--- src/rtl/core/upp_pkg.sv ---
// Shared types, constants and helpers for the UVC payload packetizer.
// Used by the channel interfaces, the packet step logic and the top level.
package upp_pkg;

	localparam int FRAME_BYTES_BITS = 24;
	localparam int POS_W = (FRAME_BYTES_BITS > 24) ? 24 : FRAME_BYTES_BITS;
	localparam int RAW_W = 25;
	localparam logic [RAW_W-1:0] SIZE_LIMIT = RAW_W'((64'd1 << POS_W) - 64'd1);

	localparam int REQ_W = 12;
	localparam int DIM_W = 12;
	localparam int ALT_W = 8;
	localparam int SIZE_W = 24;
	localparam int OFF_W = 24;
	localparam int CNT_W = 32;
	localparam int HDR_W = 2;
	localparam int CFG_IDX_W = 4;
	localparam int CFG_DATA_W = 12;

	localparam logic OP_PACKET = 1'b0;
	localparam logic OP_SET_ALT = 1'b1;
	localparam logic [ALT_W-1:0] ALT_STOP = 8'd0;
	localparam logic [ALT_W-1:0] ALT_START = 8'd1;
	localparam logic [CFG_IDX_W-1:0] CFG_FRAME_WIDTH = 4'd0;
	localparam logic [CFG_IDX_W-1:0] CFG_FRAME_HEIGHT = 4'd1;
	localparam logic [DIM_W-1:0] WIDTH_RESET = 12'd640;
	localparam logic [DIM_W-1:0] HEIGHT_RESET = 12'd480;
	localparam logic [REQ_W-1:0] HDR_LEN = 12'd2;

	typedef struct packed {
		logic opcode;
		logic [REQ_W-1:0] request_len;
		logic [ALT_W-1:0] alt_setting;
		logic [SIZE_W-1:0] frame_size;
		logic frame_size_valid;
		logic burst_last;
	} upp_item_t;

	typedef struct packed {
		logic [REQ_W-1:0] payload_len;
		logic [HDR_W-1:0] header_info;
		logic [OFF_W-1:0] data_offset;
		logic [REQ_W-1:0] data_len;
		logic [CNT_W-1:0] frame_number;
		logic frame_start;
		logic burst_last_out;
	} upp_result_t;

	typedef struct packed {
		logic on;
		logic [POS_W-1:0] cur_len;
		logic [POS_W-1:0] cur_pos;
		logic fid;
		logic [CNT_W-1:0] frame_count;
	} upp_state_t;

	function automatic logic [POS_W-1:0] sat_len(input logic [RAW_W-1:0] n);
		logic [RAW_W-1:0] m;
		m = (n > SIZE_LIMIT) ? SIZE_LIMIT : n;
		return m[POS_W-1:0];
	endfunction

endpackage

--- src/rtl/core/upp_in_if.sv ---
// Input word channel of the UVC payload packetizer.
// Depends on upp_pkg for field widths.
interface upp_in_if;
	import upp_pkg::*;

	logic valid;
	logic ready;
	logic opcode;
	logic [REQ_W-1:0] request_len;
	logic [ALT_W-1:0] alt_setting;
	logic [SIZE_W-1:0] frame_size;
	logic frame_size_valid;
	logic burst_last;

	modport source (output valid, opcode, request_len, alt_setting, frame_size,
		frame_size_valid, burst_last, input ready);
	modport sink (input valid, opcode, request_len, alt_setting, frame_size,
		frame_size_valid, burst_last, output ready);
endinterface

--- src/rtl/core/upp_out_if.sv ---
// Result word channel of the UVC payload packetizer.
// Depends on upp_pkg for field widths.
interface upp_out_if;
	import upp_pkg::*;

	logic valid;
	logic ready;
	logic [REQ_W-1:0] payload_len;
	logic [HDR_W-1:0] header_info;
	logic [OFF_W-1:0] data_offset;
	logic [REQ_W-1:0] data_len;
	logic [CNT_W-1:0] frame_number;
	logic frame_start;
	logic burst_last_out;

	modport source (output valid, payload_len, header_info, data_offset, data_len,
		frame_number, frame_start, burst_last_out, input ready);
	modport sink (input valid, payload_len, header_info, data_offset, data_len,
		frame_number, frame_start, burst_last_out, output ready);
endinterface

--- src/rtl/core/upp_cfg_if.sv ---
// Register write channel of the UVC payload packetizer.
// Depends on upp_pkg for index and data widths.
interface upp_cfg_if;
	import upp_pkg::*;

	logic valid;
	logic ready;
	logic [CFG_IDX_W-1:0] index;
	logic [CFG_DATA_W-1:0] data;

	modport source (output valid, index, data, input ready);
	modport sink (input valid, index, data, output ready);
endinterface

--- src/rtl/core/uvc_payload_packetizer.sv ---
// Top level of the UVC payload packetizer: input register, step logic, result register.
// Depends on upp_pkg, upp_in_if, upp_out_if, upp_cfg_if and upp_step.
//
// Usage:
//   pkt_in  carries words: a packet request (opcode 0) or a set-alternate (opcode 1).
//   pkt_out carries one result word for every packet request; set-alternate words
//           change the stream state and give no result.
//   cfg     writes frame_width (index 0) and frame_height (index 1); other indexes
//           are ignored. It is always ready.
// A taken word sits in the input register; its result leaves via the result register.
// Throughput: one word per cycle; the input register and the result register
//   each advance every cycle while pkt_out is ready, the frame state loop being
//   subtracts, compares and adds.
// Reset: streaming off, no frame in progress, FID and frame count zero, width 640,
//   height 480; both channels empty.
// Stall: while pkt_out is held off, one result waits in the result register and one
//   packet request waits in the input register; pkt_in then drops ready until pkt_out moves.
module uvc_payload_packetizer (
	input logic clk,
	input logic arst_n,
	upp_in_if.sink pkt_in,
	upp_out_if.source pkt_out,
	upp_cfg_if.sink cfg
);
	import upp_pkg::*;

	logic [DIM_W-1:0] width_q;
	logic [DIM_W-1:0] height_q;
	logic [DIM_W-1:0] width_d;
	logic [DIM_W-1:0] height_d;
	logic [POS_W-1:0] synth_len_q;
	logic [2*DIM_W-1:0] synth_prod;
	logic [RAW_W-1:0] synth_raw;
	logic cfg_wr;

	upp_item_t item_s1;
	logic valid_s1;
	logic advance;
	logic in_acc;

	upp_state_t state_q;
	upp_state_t state_next;
	upp_result_t result;
	upp_result_t result_q;
	logic out_valid_q;

	assign cfg.ready = 1'b1;
	assign cfg_wr = cfg.valid && cfg.ready;
	assign width_d = (cfg_wr && cfg.index == CFG_FRAME_WIDTH) ? cfg.data : width_q;
	assign height_d = (cfg_wr && cfg.index == CFG_FRAME_HEIGHT) ? cfg.data : height_q;
	assign synth_prod = (2*DIM_W)'(width_d) * (2*DIM_W)'(height_d);
	assign synth_raw = {synth_prod, 1'b0};

	always_ff @(posedge clk or negedge arst_n) begin
		if (!arst_n) begin
			width_q <= WIDTH_RESET;
			height_q <= HEIGHT_RESET;
			synth_len_q <= sat_len({(2*DIM_W)'(WIDTH_RESET) * (2*DIM_W)'(HEIGHT_RESET), 1'b0});
		end else begin
			width_q <= width_d;
			height_q <= height_d;
			synth_len_q <= sat_len(synth_raw);
		end
	end

	assign advance = valid_s1 && (item_s1.opcode == OP_SET_ALT || !out_valid_q || pkt_out.ready);
	assign pkt_in.ready = !valid_s1 || advance;
	assign in_acc = pkt_in.valid && pkt_in.ready;

	always_ff @(posedge clk or negedge arst_n) begin
		if (!arst_n) begin
			valid_s1 <= 1'b0;
		end else if (in_acc) begin
			valid_s1 <= 1'b1;
		end else if (advance) begin
			valid_s1 <= 1'b0;
		end
	end

	always_ff @(posedge clk) begin
		if (in_acc) begin
			item_s1.opcode <= pkt_in.opcode;
			item_s1.request_len <= pkt_in.request_len;
			item_s1.alt_setting <= pkt_in.alt_setting;
			item_s1.frame_size <= pkt_in.frame_size;
			item_s1.frame_size_valid <= pkt_in.frame_size_valid;
			item_s1.burst_last <= pkt_in.burst_last;
		end
	end

	upp_step u_step (
		.item(item_s1),
		.state(state_q),
		.synth_len(synth_len_q),
		.state_next(state_next),
		.result(result)
	);

	always_ff @(posedge clk or negedge arst_n) begin
		if (!arst_n) begin
			state_q <= '0;
			out_valid_q <= 1'b0;
		end else begin
			if (advance) begin
				state_q <= state_next;
			end
			if (advance && item_s1.opcode == OP_PACKET) begin
				out_valid_q <= 1'b1;
			end else if (pkt_out.ready) begin
				out_valid_q <= 1'b0;
			end
		end
	end

	always_ff @(posedge clk) begin
		if (advance && item_s1.opcode == OP_PACKET) begin
			result_q <= result;
		end
	end

	assign pkt_out.valid = out_valid_q;
	assign pkt_out.payload_len = result_q.payload_len;
	assign pkt_out.header_info = result_q.header_info;
	assign pkt_out.data_offset = result_q.data_offset;
	assign pkt_out.data_len = result_q.data_len;
	assign pkt_out.frame_number = result_q.frame_number;
	assign pkt_out.frame_start = result_q.frame_start;
	assign pkt_out.burst_last_out = result_q.burst_last_out;
endmodule

--- src/rtl/core/upp_step.sv ---
// Per-word packetizing logic: next stream state and the result word.
// Purely combinational; depends on upp_pkg types and sat_len.
module upp_step (
	input upp_pkg::upp_item_t item,
	input upp_pkg::upp_state_t state,
	input logic [upp_pkg::POS_W-1:0] synth_len,
	output upp_pkg::upp_state_t state_next,
	output upp_pkg::upp_result_t result
);
	import upp_pkg::*;

	logic send;
	logic need_frame;
	logic [POS_W-1:0] len;
	logic [POS_W-1:0] pos;
	logic [POS_W-1:0] src_len;
	logic [REQ_W-1:0] cap;
	logic [POS_W-1:0] cap_ext;
	logic [POS_W-1:0] remain;
	logic [POS_W-1:0] chunk;
	logic [POS_W:0] pos_sum;
	logic frame_done;
	logic eof;

	assign send = state.on && (item.request_len >= HDR_LEN);
	assign need_frame = (state.cur_len == '0);
	assign src_len = sat_len({1'b0, item.frame_size});
	assign len = need_frame ? (item.frame_size_valid ? src_len : synth_len) : state.cur_len;
	assign pos = need_frame ? '0 : state.cur_pos;
	assign cap = item.request_len - HDR_LEN;
	assign cap_ext = POS_W'(cap);
	assign remain = (pos <= len) ? (len - pos) : '0;
	assign chunk = (remain < cap_ext) ? remain : cap_ext;
	assign eof = (chunk >= remain);
	assign pos_sum = {1'b0, pos} + {1'b0, chunk};
	assign frame_done = (pos_sum >= {1'b0, len});

	always_comb begin
		state_next = state;
		result = '0;
		result.burst_last_out = item.burst_last;
		if (item.opcode == OP_SET_ALT) begin
			if (item.alt_setting == ALT_START && !state.on) begin
				state_next.on = 1'b1;
				state_next.cur_len = '0;
				state_next.cur_pos = '0;
				state_next.fid = 1'b0;
				state_next.frame_count = '0;
			end else if (item.alt_setting == ALT_STOP && state.on) begin
				state_next.on = 1'b0;
			end
		end else if (send) begin
			result.payload_len = HDR_LEN + chunk[REQ_W-1:0];
			result.header_info = {eof, state.fid};
			result.data_offset = OFF_W'(pos);
			result.data_len = chunk[REQ_W-1:0];
			result.frame_number = state.frame_count;
			result.frame_start = need_frame;
			if (frame_done) begin
				state_next.cur_len = '0;
				state_next.cur_pos = '0;
				state_next.fid = ~state.fid;
				state_next.frame_count = state.frame_count + 1'b1;
			end else begin
				state_next.cur_len = len;
				state_next.cur_pos = pos_sum[POS_W-1:0];
			end
		end
	end
endmodule
--- src/flat_wrapper.sv ---
// flat-port wrapper written by rule: the top's interface ports become plain ports
module uvc_payload_packetizer_flat import upp_pkg::*;
  (clk, arst_n, pkt_in_valid, pkt_in_opcode, pkt_in_request_len, pkt_in_alt_setting, pkt_in_frame_size, pkt_in_frame_size_valid, pkt_in_burst_last, pkt_in_ready, pkt_out_valid, pkt_out_payload_len, pkt_out_header_info, pkt_out_data_offset, pkt_out_data_len, pkt_out_frame_number, pkt_out_frame_start, pkt_out_burst_last_out, pkt_out_ready, cfg_valid, cfg_index, cfg_data, cfg_ready);
  upp_in_if pkt_in_i ();
  upp_out_if pkt_out_i ();
  upp_cfg_if cfg_i ();
  input logic clk;
  input logic arst_n;
  input wire logic [$bits(pkt_in_i.valid)-1:0] pkt_in_valid;
  input wire logic [$bits(pkt_in_i.opcode)-1:0] pkt_in_opcode;
  input wire logic [$bits(pkt_in_i.request_len)-1:0] pkt_in_request_len;
  input wire logic [$bits(pkt_in_i.alt_setting)-1:0] pkt_in_alt_setting;
  input wire logic [$bits(pkt_in_i.frame_size)-1:0] pkt_in_frame_size;
  input wire logic [$bits(pkt_in_i.frame_size_valid)-1:0] pkt_in_frame_size_valid;
  input wire logic [$bits(pkt_in_i.burst_last)-1:0] pkt_in_burst_last;
  output wire logic [$bits(pkt_in_i.ready)-1:0] pkt_in_ready;
  output wire logic [$bits(pkt_out_i.valid)-1:0] pkt_out_valid;
  output wire logic [$bits(pkt_out_i.payload_len)-1:0] pkt_out_payload_len;
  output wire logic [$bits(pkt_out_i.header_info)-1:0] pkt_out_header_info;
  output wire logic [$bits(pkt_out_i.data_offset)-1:0] pkt_out_data_offset;
  output wire logic [$bits(pkt_out_i.data_len)-1:0] pkt_out_data_len;
  output wire logic [$bits(pkt_out_i.frame_number)-1:0] pkt_out_frame_number;
  output wire logic [$bits(pkt_out_i.frame_start)-1:0] pkt_out_frame_start;
  output wire logic [$bits(pkt_out_i.burst_last_out)-1:0] pkt_out_burst_last_out;
  input wire logic [$bits(pkt_out_i.ready)-1:0] pkt_out_ready;
  input wire logic [$bits(cfg_i.valid)-1:0] cfg_valid;
  input wire logic [$bits(cfg_i.index)-1:0] cfg_index;
  input wire logic [$bits(cfg_i.data)-1:0] cfg_data;
  output wire logic [$bits(cfg_i.ready)-1:0] cfg_ready;
  assign pkt_in_i.valid = pkt_in_valid;
  assign pkt_in_i.opcode = pkt_in_opcode;
  assign pkt_in_i.request_len = pkt_in_request_len;
  assign pkt_in_i.alt_setting = pkt_in_alt_setting;
  assign pkt_in_i.frame_size = pkt_in_frame_size;
  assign pkt_in_i.frame_size_valid = pkt_in_frame_size_valid;
  assign pkt_in_i.burst_last = pkt_in_burst_last;
  assign pkt_in_ready = pkt_in_i.ready;
  assign pkt_out_valid = pkt_out_i.valid;
  assign pkt_out_payload_len = pkt_out_i.payload_len;
  assign pkt_out_header_info = pkt_out_i.header_info;
  assign pkt_out_data_offset = pkt_out_i.data_offset;
  assign pkt_out_data_len = pkt_out_i.data_len;
  assign pkt_out_frame_number = pkt_out_i.frame_number;
  assign pkt_out_frame_start = pkt_out_i.frame_start;
  assign pkt_out_burst_last_out = pkt_out_i.burst_last_out;
  assign pkt_out_i.ready = pkt_out_ready;
  assign cfg_i.valid = cfg_valid;
  assign cfg_i.index = cfg_index;
  assign cfg_i.data = cfg_data;
  assign cfg_ready = cfg_i.ready;
  uvc_payload_packetizer u_core (.clk(clk), .arst_n(arst_n), .pkt_in(pkt_in_i), .pkt_out(pkt_out_i), .cfg(cfg_i));
endmodule
--- config.mk ---
export PLATFORM = sky130hd
export DESIGN_NAME = uvc_payload_packetizer_flat
export DESIGN_NICKNAME = d
export VERILOG_FILES = /design/src/rtl/core/upp_pkg.sv /design/src/rtl/core/upp_in_if.sv /design/src/rtl/core/upp_out_if.sv /design/src/rtl/core/upp_cfg_if.sv /design/src/rtl/core/uvc_payload_packetizer.sv /design/src/rtl/core/upp_step.sv /design/src/flat_wrapper.sv
export SDC_FILE = /design/constraint.sdc
export NUM_CORES = 1
export LEC_CHECK = 0
export BUFFER_PORTS_ARGS = -buffer_cell sky130_fd_sc_hd__buf_4
export CORE_MARGIN = 2
export CORE_UTILIZATION = 24
export CTS_BUF_LIST = sky130_fd_sc_hd__clkbuf_8
export DETAILED_ROUTE_END_ITERATION = 7
export PLACE_DENSITY = 0.45
export SLEW_MARGIN = 25
export SYNTH_ARGS = -nofsm -noshare
export SYNTH_HDL_FRONTEND = slang
export SYNTH_HIERARCHICAL = 1
export SYNTH_SLANG_ARGS = --single-unit
--- constraint.sdc ---
create_clock -name clk -period 11.6 [get_ports clk]
set_clock_uncertainty 0.2 [all_clocks]
set_input_delay 2.9 -clock clk [delete_from_list [all_inputs] [get_ports clk]]
set_output_delay 2.9 -clock clk [all_outputs]
set_load 0.01 [all_outputs]
==> reports/results.ini, run 1 <==
[placed_design]
port_buffers=153
place_hpwl_um=45590
gp_routability_congestion=0.8777
placed_cell_area_um2=23430

[critical_path]
critical_path.most_common_cell=sky130_fd_sc_hd__ha_1
critical_path_required_ns=11.95
cp-end-kind=flip-flop
critPathBufInv=6
worst_path_max_delay_cell=sky130_fd_sc_hd__fa_1
critPathTopFamily=compound AO/OA/AOI/OAI gates
cp.arrival_ns=11.35
critical_path.startpoint_type=flip-flop
crit_path_max_fanout=35
timing.critical_path.slowest_cell_delay_ns=0.42
critical_path_class=reg -> reg

[yosys]
synth.distinct_cells=111
seq_area_frac_synth_pct=34.87
syn_area_per_cell_um2=9.986
async_reset_ff_share_pct=50.19
synthesis.yosys.warnings=6
synth_area_um2=20790
ys_dominant_reg_cell=sky130_fd_sc_hd__edfxtp_1
ys_ff_latch=263
syn_inst=2082
synth_enable_flop_cells=131

[drt]
drcViolationCount=0
routedWlPerCell_um=17.35
vias_per_cell=4.607
totalWireLength_um=59840
dr.pass1.iters=7
dr_total_vias=15890
ant_nets=0
number_of_violations_reported_at_the_end_of_detailed_routing_iteration_0=902

[timing]
final_max_slew_viol_count=0
worst_slew_pin_slew_ns=0.9609
maxSlewHeadroom_pct=35.75
maximum_clock_frequency_mhz=90.92
period_minus_slack_ns=11.00
post-route-period-util_pct=94.82
timing.setup.tns_ns=0
setup-violations-final=0
report.final.hold_viol_count=0

[global_routing]
grt_pass1_vias=16510
grt_antenna_before_repair=3
grt_pass1_wl_um=93670
gr-usage-all-layers_pct=13.21
overflow=0
largest_net_degree_at_the_start_of_global_routing=92

[clock_tree]
path_clk_slew_ns=0.07
ctsRootBufferMaster=sky130_fd_sc_hd__clkbuf_8
cts.sink_count=263
cts_tree=done
clkLatencyLatePin_ns=0.69
htree_levels=2
clockBufferDepth=3
numCtsBuffers=50

[cells_and_area]
final_net_count=2588
mostFrequentLayoutCell=sky130_fd_sc_hd__inv_1
area_growth_synth_to_finish_pct=18.33
fill_cells=8951
final_util_pct=28.76
layout-drive-gt1-share_pct=20.31
layout.cells.most_common_list=sky130_fd_sc_hd__inv_1 (239), sky130_fd_sc_hd__nand2_1 (233), sky130_fd_sc_hd__buf_4 (197), sky130_fd_sc_hd__ha_1 (156), sky130_fd_sc_hd__edfxtp_1 (131)
finalInstanceArea_um2=24600

[floorplanning]
die-area_um2=89000
initial_utilization_pct=24.30
design.core.area_um2=85550
io_pins=155
die_h_um=298.3
fp-row-count=107
chipWidth_um=298.3

[min_path]
type_of_the_tightest_min_delay_check=reg -> reg

[flow_run]
maxCapViolCount=0

[status]
run_status=completed

[state kept, by name, summed over array words and instances, names as in the netlist]
| register | flops |
|---|---|
| u_core/state_q | 82 |
| u_core/pkt_out.header_info | 2 |
| u_core/height_q | 12 |
| u_core/item_s1 | 47 |
| u_core/pkt_out.frame_number | 32 |
| u_core/pkt_out.frame_start | 1 |
| u_core/pkt_out.data_offset | 24 |
| u_core/pkt_out.data_len | 12 |
| u_core/synth_len_q | 24 |
| u_core/valid_s1 | 1 |
| u_core/pkt_out.valid | 1 |
| u_core/width_q | 12 |
| u_core/pkt_out.payload_len | 12 |
| u_core/pkt_out.burst_last_out | 1 |
[timing repair]
action                     CTS  global route
buffers inserted             0             1
gates resized for setup      0            27
hold buffers                 0             0
setup endpoints to repair    0            81
[worst register-to-register path: cells and delay by family (launching register included)]
| kind | cells | cell delay [ns] |
|---|---|---|
| AO/OA/AOI/OAI | 19 | 4.05 |
| adder cells (fa/ha/maj) | 7 | 2.18 |
| AND/OR/NAND/NOR | 12 | 2.13 |
| buffers and inverters | 6 | 0.96 |
| multiplexers | 3 | 0.75 |
| flip-flops | 1 | 0.40 |
| XOR/XNOR | 1 | 0.17 |
[logic make-up after synthesis]
logic type | count (synthesis) | synth area share, %
adders and majority gates | 260 | 19.31
buffers and inverters | 319 | 6.241
DFF | 263 | 34.87
other | 2 | 0.03612
AOI/OAI and AO/OA | 358 | 12.54
and+or+nand+nor | 646 | 15.26
xor gates and xnor gates | 65 | 2.774
muxes | 169 | 8.973
[cells in the mapped netlist (6+ instances only)]
cell type / count / area, µm²
sky130_fd_sc_hd__o211ai_1: 14 / 105.1
sky130_fd_sc_hd__or3_1: 8 / 50.05
sky130_fd_sc_hd__a211oi_1: 8 / 60.06
sky130_fd_sc_hd__nor4_1: 15 / 93.84
sky130_fd_sc_hd__nor2b_1: 13 / 81.33
sky130_fd_sc_hd__dfstp_2: 10 / 262.8
sky130_fd_sc_hd__mux2_2: 95 / 1070
sky130_fd_sc_hd__xnor2_1: 46 / 402.9
sky130_fd_sc_hd__nand2b_1: 20 / 125.1
sky130_fd_sc_hd__o21bai_1: 27 / 202.7
sky130_fd_sc_hd__nor3b_1: 6 / 45.04
sky130_fd_sc_hd__fa_1: 102 / 2042
sky130_fd_sc_hd__a211o_1: 6 / 52.55
sky130_fd_sc_hd__dfrtp_1: 122 / 3053
sky130_fd_sc_hd__and4_1: 11 / 96.34
sky130_fd_sc_hd__buf_2: 27 / 135.1
sky130_fd_sc_hd__clkbuf_1: 43 / 161.4
sky130_fd_sc_hd__nor3_1: 34 / 170.2
sky130_fd_sc_hd__a21o_1: 33 / 247.7
sky130_fd_sc_hd__o21a_1: 14 / 105.1
sky130_fd_sc_hd__inv_1: 221 / 829.6
sky130_fd_sc_hd__and2_1: 64 / 400.4
sky130_fd_sc_hd__nor2_1: 130 / 488.0
sky130_fd_sc_hd__a22o_1: 34 / 297.8
sky130_fd_sc_hd__edfxtp_1: 131 / 3934
sky130_fd_sc_hd__o21ai_1: 9 / 45.04
sky130_fd_sc_hd__ha_1: 156 / 1952
sky130_fd_sc_hd__nand4_1: 21 / 131.4
sky130_fd_sc_hd__clkinv_1: 7 / 26.28
sky130_fd_sc_hd__nand3_1: 38 / 190.2
sky130_fd_sc_hd__inv_2: 6 / 22.52
sky130_fd_sc_hd__mux2i_1: 69 / 690.7
sky130_fd_sc_hd__a21oi_1: 76 / 380.4
sky130_fd_sc_hd__nand2_1: 238 / 893.4
sky130_fd_sc_hd__buf_4: 7 / 52.55
sky130_fd_sc_hd__and3_1: 13 / 81.33
sky130_fd_sc_hd__xor2_1: 18 / 157.7
sky130_fd_sc_hd__o21ai_0: 61 / 305.3
[metal layers]
metal	up-vias	track usage, %	wire (µm)
li1	7583	-	-
met1	7882	17.90	28150
met2	343	21.82	27860
met3	82	2.043	2563
met4	0	3.673	1261
met5	-	0	0
[final timing paths]
check                      slack (ns)                                 endpoint  cells past startpoint                      startpoint
min in group asynchronous        2.10              u_core/width_q[2]$_DFF_PN0_                      1                          arst_n
min reg2reg                      0.24  u_core/pkt_out.burst_last_out$_DFFE_PP_                      0     u_core/item_s1[0]$_DFFE_PP_
min                              0.24  u_core/pkt_out.burst_last_out$_DFFE_PP_                      0     u_core/item_s1[0]$_DFFE_PP_
max in group asynchronous        7.90            u_core/state_q[9]$_DFFE_PN0P_                      2                          arst_n
max reg2reg                      0.60            u_core/state_q[1]$_DFFE_PN0P_                     48  u_core/state_q[64]$_DFFE_PN0P_
max                              0.60            u_core/state_q[1]$_DFFE_PN0P_                     48  u_core/state_q[64]$_DFFE_PN0P_
[stage by stage]
| step | cells | setup WS, ns | hold WS (ns) |
|---|---|---|---|
| after floorplan | 2093 | 0.7222 | 0.2899 |
| after global placement | 3352 | 0.1668 | 0.2287 |
| after detailed placement | 3352 | 0.04652 | 0.2311 |
| after CTS | 3446 | 0.01249 | 0.2474 |
| after global routing | 3449 | -0.03183 | 0.2508 |
| final | 3449 | 0.6014 | 0.2399 |
[cell type report]
type                    instances  area [µm²]  area share [%]
diodes                          1       2.502         0.01017
clock inverters                39       275.3           1.119
multi-input cells            1512       12470           50.67
well taps                    1144        1431           5.818
clock buffers                  55       757.0           3.077
repair buffers                201        1541           6.266
flip-flops and latches        263        7249           29.47
inverters                     234       878.3           3.570
Power of run 1 is not shown: default switching activity piles up to over one toggle a cycle in this logic, so the estimate is an artifact.
==> run 2, diff against run 1 <==
Settings changed: CTS_BUF_LIST sky130_fd_sc_hd__clkbuf_8 to sky130_fd_sc_hd__clkbuf_16, PLACE_DENSITY 0.45 to 0.44.
Clock period 11.6 ns to 13.3 ns, I/O delays scaled along.
==> run 2 against run 1 <==
Critical path depth increased by 2. Cell count decreased by 1.7%. Non-clock buffer count decreased by 25. Register-to-register slack improved by 0.28 ns. Clock-buffer cell count decreased by 20.
==> reports/results.ini, run 2 (synthesis gave the netlist of run 1 again) <==
[drt]
dr_total_vias=15690  ; was 15890
ant_nets=0  ; unchanged
totalWireLength_um=60330  ; was 59840 µm
routedWlPerCell_um=17.79  ; was 17.35 µm
dr.pass1.iters=5  ; was 7
vias_per_cell=4.626  ; was 4.607
drcViolationCount=0  ; unchanged
number_of_violations_reported_at_the_end_of_detailed_routing_iteration_0=922  ; was 902

[floorplanning]
chipWidth_um=298.3  ; unchanged
design.core.area_um2=85550  ; unchanged
die_h_um=298.3  ; unchanged
fp-row-count=107  ; unchanged
io_pins=155  ; unchanged
initial_utilization_pct=24.30  ; unchanged
die-area_um2=89000  ; unchanged

[cells_and_area]
mostFrequentLayoutCell=sky130_fd_sc_hd__nand2_1  ; was sky130_fd_sc_hd__inv_1
fill_cells=9003  ; was 8951
largest_register_ff_count=82  ; unchanged
layout.cells.most_common_list=sky130_fd_sc_hd__nand2_1 (238), sky130_fd_sc_hd__inv_1 (227), sky130_fd_sc_hd__buf_4 (173), sky130_fd_sc_hd__ha_1 (156), sky130_fd_sc_hd__edfxtp_1 (131)  ; was sky130_fd_sc_hd__inv_1 (239), sky130_fd_sc_hd__nand2_1 (233), sky130_fd_sc_hd__buf_4 (197), sky130_fd_sc_hd__ha_1 (156), sky130_fd_sc_hd__edfxtp_1 (131)
reg_with_most_ffs=u_core/state_q  ; unchanged
area_growth_synth_to_finish_pct=17.16  ; was 18.33%
antennaDiodeCount=0  ; was 1
layoutNonFillerInstCount=3392  ; was 3449
layout-drive-gt1-share_pct=18.06  ; was 20.31%
final_net_count=2547  ; was 2588

[placed_design]
numPlacedInstances=3326  ; was 3352
port_buffers=153  ; unchanged
pre_cts_ws_ns=0.4600  ; was 0.04652 ns
gp_routability_congestion=0.8627  ; was 0.8777
place_hpwl_um=46300  ; was 45590 µm

[clock_tree]
cts_tree=done  ; unchanged
numCtsBuffers=35  ; was 50
htree_levels=2  ; unchanged
cts.hold.buffers_added=0  ; unchanged
path_clk_slew_ns=0.06  ; was 0.07 ns
clockBufferDepth=3  ; unchanged
ctsRootBufferMaster=sky130_fd_sc_hd__clkbuf_16  ; was sky130_fd_sc_hd__clkbuf_8
clkLatencyLatePin_ns=0.59  ; was 0.69 ns
cts.sink_count=263  ; unchanged

[timing]
setup-violations-final=0  ; unchanged
report.final.hold_viol_count=0  ; unchanged
final_max_slew_viol_count=0  ; unchanged
period_minus_slack_ns=12.42  ; was 11.00 ns
worst_slew_pin_slew_ns=1.026  ; was 0.9609 ns
maxSlewHeadroom_pct=31.59  ; was 35.75%
setup_repair_after_global_routing_missed_its_margin=no
timing.setup.tns_ns=0  ; unchanged
post-route-period-util_pct=93.36  ; was 94.82%
maximum_clock_frequency_mhz=80.54  ; was 90.92 MHz
worst_case_setup_margin_in_the_final_layout_ns=0.8837  ; was 0.6014 ns

[global_routing]
grt_pass1_wl_um=94240  ; was 93670 µm
gr-usage-all-layers_pct=13.46  ; was 13.21%
largest_net_degree_at_the_start_of_global_routing=73  ; was 92
overflow=0  ; unchanged
grt_antenna_before_repair=5  ; was 3
grt_pass1_vias=15980  ; was 16510

[critical_path]
cp.arrival_ns=12.68  ; was 11.35 ns
cp-end-kind=flip-flop  ; unchanged
critical_path.startpoint_type=flip-flop  ; unchanged
critical_path.most_common_cell=sky130_fd_sc_hd__a21oi_1  ; was sky130_fd_sc_hd__ha_1
critical_path_class=reg -> reg  ; unchanged
critical_path_required_ns=13.56  ; was 11.95 ns
worst_path_max_delay_cell=sky130_fd_sc_hd__o41ai_2  ; was sky130_fd_sc_hd__fa_1
timing.critical_path.slowest_cell_delay_ns=0.60  ; was 0.42 ns
crit_path_max_fanout=35  ; unchanged

[flow_run]
maxCapViolCount=0  ; unchanged

[min_path]
type_of_the_tightest_min_delay_check=reg -> reg  ; unchanged

[status]
run_status=completed  ; unchanged

## run 2: timing repair
action | in CTS | in global routing
setup buffers | 0 | 2
setup endpoints to repair | 0 | 81
gates resized for setup | 0 | 4
endpoints found under the hold margin | 0 | 0
## run 2: final cells by class
| cell class | count | area [µm²] | share of cell area (%) |
|---|---|---|---|
| tap | 1144 | 1431 | 5.876 |
| inverter | 234 | 878.3 | 3.606 |
| sequential | 263 | 7249 | 29.76 |
| multi-input combinational | 1511 | 12360 | 50.76 |
| clock inverter | 29 | 226.5 | 0.9297 |
| timing repair buffer | 176 | 1333 | 5.471 |
| clock buffer | 35 | 875.8 | 3.596 |
## run 2: critical path, delay by kind of cell (launching register included)
kind / cells / cell delay (ns)
AOI/OAI and AO/OA: 26 / 5.76
and+or+nand+nor: 10 / 2.35
adders and majority gates: 5 / 1.58
buffers and inverters: 5 / 0.96
muxes: 3 / 0.84
DFF: 1 / 0.40
xor gates and xnor gates: 1 / 0.19
## run 2: path summary, 6_finish.rpt
check                                          startpoint                                 endpoint  slack (ns)  cells past startpoint
min reg2reg                   u_core/item_s1[0]$_DFFE_PP_  u_core/pkt_out.burst_last_out$_DFFE_PP_        0.23                      0
max reg2reg                u_core/state_q[75]$_DFFE_PN0P_            u_core/state_q[1]$_DFFE_PN0P_        0.88                     50
min in group asynchronous                          arst_n            u_core/height_q[11]$_DFF_PN0_        2.58                      1
max in group asynchronous                          arst_n           u_core/state_q[74]$_DFFE_PN0P_        9.18                      2
min                           u_core/item_s1[0]$_DFFE_PP_  u_core/pkt_out.burst_last_out$_DFFE_PP_        0.23                      0
max                        u_core/state_q[75]$_DFFE_PN0P_            u_core/state_q[1]$_DFFE_PN0P_        0.88                     50
## run 2: routing by layer
metal	vias up	wire [µm]	track usage [%]
met5	-	0	0
met4	0	1572	3.853
met3	73	2763	2.276
met2	347	27490	21.52
met1	7778	28500	18.65
li1	7493	-	-
## run 2: through the flow
step,util (%),hold WS [ns],area (µm²)
2_1_floorplan,-,0.2899,20830
3_3_place_gp,27.13,0.2201,23210
3_5_place_dp,27.13,0.2194,23210
4_1_cts,28.42,0.2324,24310
5_1_grt,28.47,0.2435,24360
6_report,28.47,0.2286,24360
Power of run 2 is left out for the same reason.
==> run 3, diff against run 2 <==
Settings changed: PLACE_DENSITY 0.44 to 0.4, SYNTH_HIERARCHICAL 1 to not set.
==> run 3 against run 2 <==
Core utilization rose by 0.50 points. Non-clock buffer count rose by 4. Die area fell by 7.4%. Cell count fell by 5.4%. Sequential share of layout area rose by 1.7 points. Critical endpoint is now u_core.state_q[72]$_DFFE_PN0P_. Maximum frequency rose by 2.7%. Worst setup slack improved by 0.32 ns.
==> reports/results.ini, run 3 <==
[status]
run_status=completed  ; unchanged

[yosys]
async_reset_ff_share_pct=50.38  ; was 50.19%
seq_area_frac_synth_pct=37.55  ; was 34.87%
synthDominantAreaCellType=sky130_fd_sc_hd__edfxtp_1  ; unchanged
ys_dominant_reg_cell=sky130_fd_sc_hd__edfxtp_1  ; unchanged
synth.area.top_cells=sky130_fd_sc_hd__edfxtp_1 (20%), sky130_fd_sc_hd__dfrtp_1 (16%), sky130_fd_sc_hd__fa_1 (11%), sky130_fd_sc_hd__ha_1 (10%), sky130_fd_sc_hd__nand2_1 (4.9%)  ; was sky130_fd_sc_hd__edfxtp_1 (19%), sky130_fd_sc_hd__dfrtp_1 (15%), sky130_fd_sc_hd__fa_1 (9.8%), sky130_fd_sc_hd__ha_1 (9.4%), sky130_fd_sc_hd__mux2_2 (5.1%)
synthesis.yosys.warnings=0  ; was 6
synth_enable_flop_cells=130  ; was 131
synth.top_cells.by_count=sky130_fd_sc_hd__nand2_1 (250), sky130_fd_sc_hd__inv_1 (205), sky130_fd_sc_hd__ha_1 (156)  ; was sky130_fd_sc_hd__nand2_1 (238), sky130_fd_sc_hd__inv_1 (221), sky130_fd_sc_hd__ha_1 (156)
syn_area_per_cell_um2=9.766  ; was 9.986 µm²
synth.distinct_cells=81  ; was 111
ys_ff_latch=262  ; was 263
synth_area_um2=19230  ; was 20790 µm²
library_cell_with_the_highest_instance_count_after_synthesis=sky130_fd_sc_hd__nand2_1  ; unchanged
syn_inst=1969  ; was 2082
yosysTopAreaCellShare_pct=20.30  ; was 18.92%

[timing]
final_max_slew_viol_count=0  ; unchanged
setup_repair_after_global_routing_missed_its_margin=no  ; unchanged
report.final.hold_viol_count=0  ; unchanged
maxSlewHeadroom_pct=36.09  ; was 31.59%
setup-violations-final=0  ; unchanged
post-route-period-util_pct=90.93  ; was 93.36%
timing.setup.tns_ns=0  ; unchanged
worst_slew_pin_slew_ns=0.9519  ; was 1.026 ns
maximum_clock_frequency_mhz=82.69  ; was 80.54 MHz
period_minus_slack_ns=12.09  ; was 12.42 ns

[flow_run]
maxCapViolCount=0  ; unchanged

[cells_and_area]
reg_with_most_ffs=u_core.state_q  ; was u_core/state_q
area_growth_synth_to_finish_pct=19.23  ; was 17.16%
antennaDiodeCount=0  ; unchanged
largest_register_ff_count=82  ; unchanged
mostFrequentLayoutCell=sky130_fd_sc_hd__nand2_1  ; unchanged
fill_cells=8454  ; was 9003
layout.cells.most_common_list=sky130_fd_sc_hd__nand2_1 (250), sky130_fd_sc_hd__inv_1 (214), sky130_fd_sc_hd__buf_4 (177), sky130_fd_sc_hd__ha_1 (156), sky130_fd_sc_hd__nor2_1 (142)  ; was sky130_fd_sc_hd__nand2_1 (238), sky130_fd_sc_hd__inv_1 (227), sky130_fd_sc_hd__buf_4 (173), sky130_fd_sc_hd__ha_1 (156), sky130_fd_sc_hd__edfxtp_1 (131)
layout-drive-gt1-share_pct=15.05  ; was 18.06%
final_net_count=2456  ; was 2547
multi_input_comb_area_um2=11020  ; was 12360 µm²
register_area_um2=7219  ; was 7249 µm²

[critical_path]
crit_path_max_fanout=36  ; was 35
critical_path.most_common_cell=sky130_fd_sc_hd__a21oi_1  ; unchanged
worst_path_max_delay_cell=sky130_fd_sc_hd__or2_2  ; was sky130_fd_sc_hd__o41ai_2
critical_path_class=reg -> reg  ; unchanged
critical_path_required_ns=13.51  ; was 13.56 ns
critical_path.startpoint_type=flip-flop  ; unchanged
timing.critical_path.slowest_cell_delay_ns=0.69  ; was 0.60 ns
cp-end-kind=flip-flop  ; unchanged
cp.arrival_ns=12.30  ; was 12.68 ns

[drt]
ant_nets=0  ; unchanged
drcViolationCount=0  ; unchanged
dr_total_vias=14620  ; was 15690
dr.pass1.iters=5  ; unchanged
number_of_violations_reported_at_the_end_of_detailed_routing_iteration_0=775  ; was 922
vias_per_cell=4.554  ; was 4.626
routedWlPerCell_um=18.12  ; was 17.79 µm
totalWireLength_um=58160  ; was 60330 µm

[global_routing]
grt_antenna_before_repair=1  ; was 5
gr-usage-all-layers_pct=14.12  ; was 13.46%
largest_net_degree_at_the_start_of_global_routing=74  ; was 73
grt_pass1_wl_um=90190  ; was 94240 µm
grt_pass1_vias=15220  ; was 15980
overflow=0  ; unchanged

[floorplanning]
design.core.area_um2=79130  ; was 85550 µm²
io_pins=155  ; unchanged
fp-row-count=103  ; was 107
chipWidth_um=287.1  ; was 298.3 µm
die_h_um=287.1  ; was 298.3 µm
initial_utilization_pct=24.30  ; about the same
die-area_um2=82400  ; was 89000 µm²

[clock_tree]
cts.hold.buffers_added=0  ; unchanged
clockBufferDepth=3  ; unchanged
cts_tree=done  ; unchanged
ctsRootBufferMaster=sky130_fd_sc_hd__clkbuf_16  ; unchanged
clkLatencyLatePin_ns=0.57  ; was 0.59 ns
numCtsBuffers=38  ; was 35
path_clk_slew_ns=0.06  ; about the same
post-cts-setup-buffer-count=0  ; unchanged
post_cts_sizing=0  ; unchanged
cts.sink_count=262  ; was 263
htree_levels=2  ; unchanged

[min_path]
type_of_the_tightest_min_delay_check=reg -> reg  ; unchanged

[placed_design]
place_hpwl_um=45050  ; was 46300 µm
port_buffers=153  ; unchanged
gp_routability_congestion=0.8737  ; was 0.8627

[run 3: routing by layer]
| metal | track usage, % | vias up | wire, µm |
|---|---|---|---|
| li1 | - | 7094 | - |
| met1 | 18.29 | 7146 | 26000 |
| met2 | 24.25 | 297 | 28360 |
| met3 | 2.024 | 81 | 2095 |
| met4 | 4.349 | 0 | 1696 |
| met5 | 0 | - | 0 |
[run 3: path summary, 6_finish.rpt]
path | end | startpoint | cells after the start | slack, ns
min in group asynchronous | u_core.width_q[10]$_DFF_PN0_ | arst_n | 1 | 2.55
max in group asynchronous | u_core.state_q[38]$_DFFE_PN0P_ | arst_n | 2 | 8.90
worst min-delay path | u_core.pkt_out.burst_last_out$_DFFE_PP_ | u_core.item_s1[0]$_DFFE_PP_ | 0 | 0.22
worst max register to register | u_core.state_q[72]$_DFFE_PN0P_ | u_core.state_q[67]$_DFFE_PN0P_ | 42 | 1.21
worst max-delay path | u_core.state_q[72]$_DFFE_PN0P_ | u_core.state_q[67]$_DFFE_PN0P_ | 42 | 1.21
worst min register to register | u_core.pkt_out.burst_last_out$_DFFE_PP_ | u_core.item_s1[0]$_DFFE_PP_ | 0 | 0.22
[run 3: area by class of cell]
cell class | instances | area share (%)
Sequential cell | 262 | 31.49
Clock inverter | 31 | 1.059
Multi-Input combinational cell | 1438 | 48.08
Tap cell | 1050 | 5.731
Clock buffer | 39 | 4.257
Timing Repair Buffer | 180 | 5.943
Inverter | 210 | 3.438
[run 3: per-stage QoR]
stage	hold WS (ns)	area, µm²	util [%]	setup WS [ns]	std cells
4_1_cts	0.2201	22910	28.95	1.162	3209
5_1_grt	0.2432	22930	28.97	0.2792	3210
6_report	0.2172	22930	28.97	1.207	3210
3_3_place_gp	0.2032	21690	27.41	1.614	3139
2_1_floorplan	0.2003	19270	-	2.613	1980
3_5_place_dp	0.2056	21690	27.41	1.227	3139
[run 3: worst max-delay path: cells and delay by family (launching register included)]
family	cells	cell delay, ns
xor gates and xnor gates	1	0.16
buffers and inverters	4	0.94
adders and majority gates	6	1.83
DFF	1	0.46
and+or+nand+nor	11	3.71
AOI/OAI and AO/OA	20	4.61
[run 3: cell families (layout without fill, tap and decap cells)]
group,count (synthesis),in the layout,synth area share [%]
flip-flops,262,262,37.55
adder cells (fa/ha/maj),259,259,20.82
AO/OA/AOI/OAI,358,358,12.36
XOR/XNOR,83,83,3.859
other,2,13,0.03906
multiplexers,55,55,3.110
AND/OR/NAND/NOR,670,670,16.57
buffers and inverters,280,460,5.700
Power of run 3 is left out for the same reason.
